[config.mk]
export PLATFORM = sky130hd
export DESIGN_NAME = pha_update
export DESIGN_NICKNAME = d
export VERILOG_FILES = /design/src/hdl/pixel_histogram_accumulator_unit_assert.svh /design/src/hdl/pha_pkg.sv /design/src/hdl/pha_update.sv
export SDC_FILE = /design/constraint.sdc
export NUM_CORES = 1
export LEC_CHECK = 0
export BUFFER_PORTS_ARGS = -buffer_cell sky130_fd_sc_hd__buf_2
export CAP_MARGIN = 20
export CORE_ASPECT_RATIO = 0.6
export CORE_UTILIZATION = 43
export CTS_CLUSTER_SIZE = 24
export DETAILED_ROUTE_END_ITERATION = 12
export PLACE_DENSITY = 0.84
export SLEW_MARGIN = 25
export SYNTH_ARGS = -nofsm -noshare
export SYNTH_HDL_FRONTEND = slang
export SYNTH_SLANG_ARGS = --single-unit
[constraint.sdc]
create_clock -name aclk -period 3.4 [get_ports aclk]
set_input_delay 0.17 -clock aclk [delete_from_list [all_inputs] [get_ports aclk]]
set_output_delay 0.17 -clock aclk [all_outputs]
set_load 0.01 [all_outputs]
[src/hdl/pixel_histogram_accumulator_unit_assert.svh]
// Assertion macros shared by the histogram accumulator RTL.
`ifndef PIXEL_HISTOGRAM_ACCUMULATOR_UNIT_ASSERT_SVH
`define PIXEL_HISTOGRAM_ACCUMULATOR_UNIT_ASSERT_SVH

`ifndef SYNTHESIS

`define PHA_ASSERT_NOW(lbl, ante, cons, msg) \
    lbl: assert property (@(posedge aclk) disable iff (!aresetn) (ante) |-> (cons)) \
        else $error(msg);

`define PHA_ASSERT_NEXT(lbl, ante, cons, msg) \
    lbl: assert property (@(posedge aclk) disable iff (!aresetn) (ante) |=> (cons)) \
        else $error(msg);

`else

`define PHA_ASSERT_NOW(lbl, ante, cons, msg)

`define PHA_ASSERT_NEXT(lbl, ante, cons, msg)

`endif

`endif

[src/hdl/pha_pkg.sv]
// Types and constants of the pixel histogram accumulator.
`default_nettype none

package pha_pkg;

    localparam int ACTION_W    = 2;
    localparam int SAMPLE_W    = 8;
    localparam int FIELD_W     = 32;
    localparam int CFG_INDEX_W = 1;
    localparam int CFG_DATA_W  = 2;
    localparam int CHSEL_W     = 2;

    typedef enum logic [ACTION_W-1:0] {
        ACT_ADD   = 2'd0,
        ACT_READ  = 2'd1,
        ACT_CLEAR = 2'd2
    } action_t;

    localparam logic [CFG_INDEX_W-1:0] REG_COLOR_MODE     = 1'd0;
    localparam logic [CFG_INDEX_W-1:0] REG_CHANNEL_SELECT = 1'd1;

    localparam logic [CHSEL_W-1:0] CH_ZERO = 2'd0;
    localparam logic [CHSEL_W-1:0] CH_ONE  = 2'd1;
    localparam logic [CHSEL_W-1:0] CH_TWO  = 2'd2;

    // Control of the transaction in the update stage.
    typedef struct packed {
        logic    valid;
        action_t op;
        logic    hit;   // for an add, bin in range and pixel channel exists; for a read, bin in range
        logic    zero;  // bin reads as zero (never written or cleared)
        logic    fwd;   // bin takes the value written in the previous cycle
    } pha_s1_t;

endpackage

`default_nettype wire

[src/hdl/pha_update.sv]
// Update stage: bin value select, saturating increment and result register.
`default_nettype none

module pha_update #(
    parameter int COUNT_WIDTH = 32
) (
    input  wire logic                     aclk,
    input  wire logic                     aresetn,
    input  wire pha_pkg::pha_s1_t         s1,
    input  wire logic [COUNT_WIDTH-1:0]   ram_q,
    input  wire logic [COUNT_WIDTH-1:0]   fwd_data,
    output logic                          adv,
    output logic      [COUNT_WIDTH-1:0]   cnt_next,
    input  wire logic                     m_ready,
    output logic                          m_valid,
    output logic      [pha_pkg::FIELD_W-1:0] m_bin_count
);

    import pha_pkg::*;

    logic [COUNT_WIDTH-1:0] cur;
    logic [FIELD_W-1:0]     field_val;
    logic [FIELD_W-1:0]     result;
    logic                   m_valid_reg;
    logic                   m_valid_next;
    logic [FIELD_W-1:0]     m_bin_count_reg;
    logic                   read_out;

    assign cur = s1.zero ? '0 : (s1.fwd ? fwd_data : ram_q);
    assign cnt_next = (&cur) ? cur : cur + 1'b1;

    generate
        if (COUNT_WIDTH > FIELD_W) begin : g_sat
            assign field_val = (|cur[COUNT_WIDTH-1:FIELD_W]) ? '1 : cur[FIELD_W-1:0];
        end else begin : g_ext
            assign field_val = FIELD_W'(cur);
        end
    endgenerate

    assign result   = s1.hit ? field_val : '0;
    assign adv      = s1.valid && (s1.op != ACT_READ || !m_valid_reg || m_ready);
    assign read_out = adv && s1.op == ACT_READ;

    always_comb begin
        m_valid_next = m_valid_reg;
        if (read_out) begin
            m_valid_next = 1'b1;
        end else if (m_ready) begin
            m_valid_next = 1'b0;
        end
    end

    always_ff @(posedge aclk) begin
        if (!aresetn) begin
            m_valid_reg <= 1'b0;
        end else begin
            m_valid_reg <= m_valid_next;
        end
    end

    always_ff @(posedge aclk) begin
        if (read_out) begin
            m_bin_count_reg <= result;
        end
    end

    assign m_valid     = m_valid_reg;
    assign m_bin_count = m_bin_count_reg;

endmodule

`default_nettype wire

; ---- Word level (Yosys, flattened, before mapping)
; Cells that the tools add are included.
[op_classes]
n_reduce_logical = 7
addsub = 1
n_mux = 5
eq_ne = 2
[ops]
columns = op, n
row1 = 2-to-1 mux 32 bit, 3
row2 = adder 32 x 1 -> 32 bit (second input constant), 1
row3 = AND reduction 32 bit, 1
row4 = equality test 2 x 1 -> 1 bit (second input constant), 1
row5 = logical AND 1 bit, 2
row6 = logical OR 1 bit, 2
row7 = 2-to-1 mux 1 bit, 2
row8 = inequality test 2 x 1 -> 1 bit (second input constant), 1
row9 = nonzero test 2 bit, 1
row10 = zero test 1 bit, 1
[word_totals]
elab_cells = 17
reg_bits = 33

; ---- Depth between registers and ports, before layout
[logic_depth]
ltp_word = 6
mapped_depth = 15

; ---- Worst setup path before layout
; OpenSTA, ideal clock, no wires.
[synth_path]
path_type = input port to output port
start = input port s1[0] in the netlist's numbering
end = output port cnt_next[6]
path_buffers = 5
path_stages = 14
t_arrival_ns = 3.159
setup_slack_ns = 0.071
path_cell_list = buf_6 > buf_6 > buf_4 > buf_2 > buf_2 > mux2i_1 > nor2_1 > ha_1 > nand2b_1 > nor3_1 > o211ai_1 > nor4_4 > and3b_1 > xor2_1
[synth_via]
elab_chain_cells = 4
[synth_rtl]
columns = element, line
row1 = from (decl), pha_update.sv:9  ; input wire pha_pkg::pha_s1_t s1,
row2 = 2-to-1 mux 32 bit (*) (2 in a row), pha_update.sv:29  ; assign cur = s1.zero ? '0 : (s1.fwd ? fwd_data : ram_q);
row3 = via cur[0], pha_update.sv:21  ; logic [COUNT_WIDTH-1:0] cur;
row4 = adder 32 x 1 -> 32 bit or AND reduction 32 bit (tied branches), pha_update.sv:30  ; assign cnt_next = (&cur) ? cur : cur + 1'b1;
row5 = 2-to-1 mux 32 bit (*), pha_update.sv:30
row6 = to (decl), pha_update.sv:13  ; output logic [COUNT_WIDTH-1:0] cnt_next,
; Mark *: on every way through the listed nets, which the timed path passes. The rest lies on a longest branch.

; ---- Worst setup path in the final report
; Ends and elaborated chain as after synthesis.

==> impl_results.rst <==
.. list-table::
   :header-rows: 1

   * - Metric
     - Value
   * - Hold Violations, Final
     - 0
   * - Area share of the largest cell type after synthesis
     - between 30 and 40%
   * - Aggregate global routing overflow
     - 0
   * - Number of detailed-routing iterations run before antenna repair
     - 6
   * - Weighted congestion reported at the end of routability-driven placement
     - roughly 0.95
   * - Static leakage
     - 0.00173 µW
   * - Final setup skew
     - 0.00657 ns
   * - Drt drc
     - 0
   * - Critical path endpoint category
     - primary output
   * - Post-Synthesis Net Count
     - around 380
   * - Via count of the routed design
     - ~2900
   * - Yosys reg bits
     - 33
   * - Count of pins on the block boundary
     - approximately 140
   * - Total standard cell area after synthesis
     - ~0.0029 mm²
   * - Sequential fraction of the synthesis area
     - 34.3%
   * - Upper clock frequency limit
     - between 300 and 400 MHz
   * - Area growth from synthesis to layout
     - 29.1%
   * - Tightest hold margin
     - about 0.13 ns
   * - Placed wire-length estimate after detailed placement
     - ~6900 µm
   * - Post-detailed-route wirelength per cell
     - 16.6 µm
   * - Final Slew Violations
     - 0
   * - Run status
     - completed
   * - Post-CTS Hold Fix Bufs
     - 0
   * - Starting utilization of the core area
     - roughly 46%
   * - Worst min-delay path startpoint
     - aresetn
   * - Total cell area at the placement stage
     - 0.00360 mm²
   * - Final clock period utilization by the worst path
     - between 90% and 100%
   * - Most common library cell in the layout ignoring fill and taps
     - sky130_fd_sc_hd__buf_2
   * - Clock transition at the registers of the reported paths
     - approximately 0.070 ns
   * - Worst setup startpoint
     - s1[0]
   * - Number of warnings issued by yosys
     - 0
   * - Synth area leaders
     - sky130_fd_sc_hd__edfxtp_1, sky130_fd_sc_hd__mux2i_1, sky130_fd_sc_hd__nor2_1
   * - Final setup vio count
     - 0
   * - Fraction of synthesis flops using an asynchronous set or reset pin
     - 0%
   * - Prevailing post-synth register cell
     - sky130_fd_sc_hd__edfxtp_1
   * - Root buffer cell
     - sky130_fd_sc_hd__clkbuf_8
   * - Fraction of layout cells with a size suffix above 1
     - 38.5%
   * - Max-slew headroom at the worst pin
     - between 50 and 60%
   * - Number of CTS-inserted buffers
     - 5
   * - Die Outline Area
     - around 0.0070 mm²
   * - Commonest non-fill, non-tap cells in the layout
     - sky130_fd_sc_hd__buf_2, sky130_fd_sc_hd__nor2_1, sky130_fd_sc_hd__edfxtp_1
   * - Total power of the final layout
     - ~1100 µW
   * - Dominant cell type by area after synthesis
     - sky130_fd_sc_hd__edfxtp_1
   * - Post-layout nets
     - 515
   * - Synthesized area per cell
     - ~9.4 µm²
   * - Count of flip-flops with a built-in enable after synthesis
     - 32
   * - Largest voltage drop on the vdd net
     - about 0.00012 V
   * - Number of cells produced by synthesis
     - approximately 310
   * - CTS tree
     - yes
   * - Largest net degree at the start of global routing
     - 33
   * - Startpoint types
     - input pin
   * - Clk sinks
     - 33
   * - Data required, critical path
     - about 3.2 ns
   * - Max H-tree Level
     - 2
   * - Final Instance Area
     - between 0.003 and 0.004 mm²
   * - DRT antenna net count
     - 0
   * - Power density cells
     - between 200 and 300 mW/mm²
   * - Number of antenna cells inserted
     - 0
   * - Routed wire length
     - between 8000 and 9000 µm
   * - First-pass GRT wire length
     - 13300 µm
   * - Per-cell via count in the routed design
     - roughly 5.5
   * - FILL cells
     - 570
   * - Sequential standard cell area
     - 981 µm²
   * - Time the worst path needs with I/O delays and setup
     - approximately 3.1 ns
   * - Die X
     - roughly 110 µm
   * - Max-capacitance violation count
     - 0
   * - Min-delay worst type
     - input pin to flip-flop
   * - Final setup TNS
     - 0 ns
   * - Detailed router's first-iteration violation count
     - ~180
   * - Clock latency at the later pin of the worst-skew pair
     - around 0.29 ns
   * - Startpoint of the worst-slack reg-to-reg timing path
     - m_valid
   * - Number of buffers inserted to repair setup after CTS
     - 0
   * - Port Buf Inserts
     - roughly 140
   * - Minimum setup slack among reg-to-reg paths
     - between 2 and 2.5 ns
   * - Number of distinct library cells after synthesis
     - 58
   * - Worst hold path stage count
     - 2
   * - Gates resized, CTS repair
     - 0
   * - Area used by multi-input combinational logic
     - between 0.0015 and 0.002 mm²
   * - Overall Global Routing Usage
     - ~25%
   * - Standard-cell rows
     - 22
   * - Via count of the first global-routing pass
     - ~2700
   * - Start-to-end type of the worst setup path
     - input pin to primary output
   * - Worst reg-to-reg path cell count
     - 5
   * - Top fanout value on the critical path
     - 9
   * - Worst Tran Pin Value
     - about 0.70 ns
   * - Floorplan die height
     - 65.2 µm
   * - Maximum clock path buffer count
     - 2
   * - Number of flip-flops in the largest register
     - 32
   * - Data arrival time of the critical path
     - between 2 and 3 ns
   * - Core area
     - 0.00628 mm²
   * - Setup repair after global routing missed its margin
     - false
   * - Initial antenna violation count
     - 0
-- worst max-delay path, stage by stage --
cell                       delay, ns
sky130_fd_sc_hd__buf_2          0.23
sky130_fd_sc_hd__mux2i_1        0.11
sky130_fd_sc_hd__nor2_1         0.23
sky130_fd_sc_hd__ha_1           0.28
sky130_fd_sc_hd__nand2b_1       0.12
sky130_fd_sc_hd__nor3_1         0.35
sky130_fd_sc_hd__o211ai_1       0.35
sky130_fd_sc_hd__nor4_4         0.59
sky130_fd_sc_hd__and3b_1        0.25
sky130_fd_sc_hd__xor2_1         0.14
sky130_fd_sc_hd__buf_2          0.15
-- kinds of logic after synthesis --
kind of cell	count (synthesis)	synth area share (%)
adders and majority gates	1	0.437
AOI/OAI and AO/OA	33	10.1
muxes	31	10.9
DFF	33	34.3
and+or+nand+nor	161	31.8
xor gates and xnor gates	27	8.26
buffers and inverters	19	4.32
-- Yosys cell counts, types with 2 or more instances --
master	count
sky130_fd_sc_hd__o31a_1	2
sky130_fd_sc_hd__nand4_1	9
sky130_fd_sc_hd__and2_1	18
sky130_fd_sc_hd__xnor2_1	19
sky130_fd_sc_hd__mux2i_1	30
sky130_fd_sc_hd__nand3_1	13
sky130_fd_sc_hd__clkbuf_1	6
sky130_fd_sc_hd__inv_1	4
sky130_fd_sc_hd__edfxtp_1	32
sky130_fd_sc_hd__nor4b_1	4
sky130_fd_sc_hd__a211oi_1	3
sky130_fd_sc_hd__o21ai_0	2
sky130_fd_sc_hd__buf_2	2
sky130_fd_sc_hd__nor2_1	48
sky130_fd_sc_hd__buf_6	4
sky130_fd_sc_hd__nor3_1	6
sky130_fd_sc_hd__or3_1	2
sky130_fd_sc_hd__xor2_1	8
sky130_fd_sc_hd__a211oi_4	2
sky130_fd_sc_hd__o22ai_1	5
sky130_fd_sc_hd__nor2b_1	2
sky130_fd_sc_hd__nand4b_1	2
sky130_fd_sc_hd__nand3b_1	9
sky130_fd_sc_hd__nand2b_1	5
sky130_fd_sc_hd__o211ai_1	2
sky130_fd_sc_hd__a2111oi_2	2
sky130_fd_sc_hd__nand2_1	27
sky130_fd_sc_hd__a21oi_1	7
-- metal layers --
metal,share of wire [%],GRT usage (%)
met1,45,33.4
met2,44,41.0
met3,10,6.55
met4,0.86,5.65
met5,0,0
-- per-stage QoR --
stage | utilization [%] | setup slack (ns) | cells
after global placement | 57.3 | 0.419 | 518
after global routing | 58.9 | 0.0177 | 526
after floorplan | - | 0.0711 | 305
after detailed placement | 57.3 | 0.257 | 518
after CTS | 58.9 | 0.247 | 526
final | 58.9 | 0.259 | 526
-- area by class of cell --
| class | instances | share of cell area [%] |
|---|---|---|
| Clock buffer | 7 | 2.61 |
| Clock inverter | 1 | 0.135 |
| Inverter | 4 | 0.406 |
| Multi-Input combinational cell | 253 | 47.6 |
| Sequential cell | 33 | 26.5 |
| Tap cell | 84 | 2.84 |
| Timing Repair Buffer | 144 | 19.9 |
-- final timing paths --
kind / to
setup / recovery: cnt_next[6]
hold / removal: m_valid
setup reg to reg: m_bin_count[12]
hold reg to reg: m_valid
-- where the power goes --
| group | total (µW) | switching (µW) | internal [µW] |
|---|---|---|---|
| combinational | 284 | 167 | 117 |
| sequential | 455 | 1.46 | 454 |
| clock | 342 | 159 | 183 |
| total | 1080 | 327 | 755 |
No activity file was read; power rests on OpenSTA's default activity.
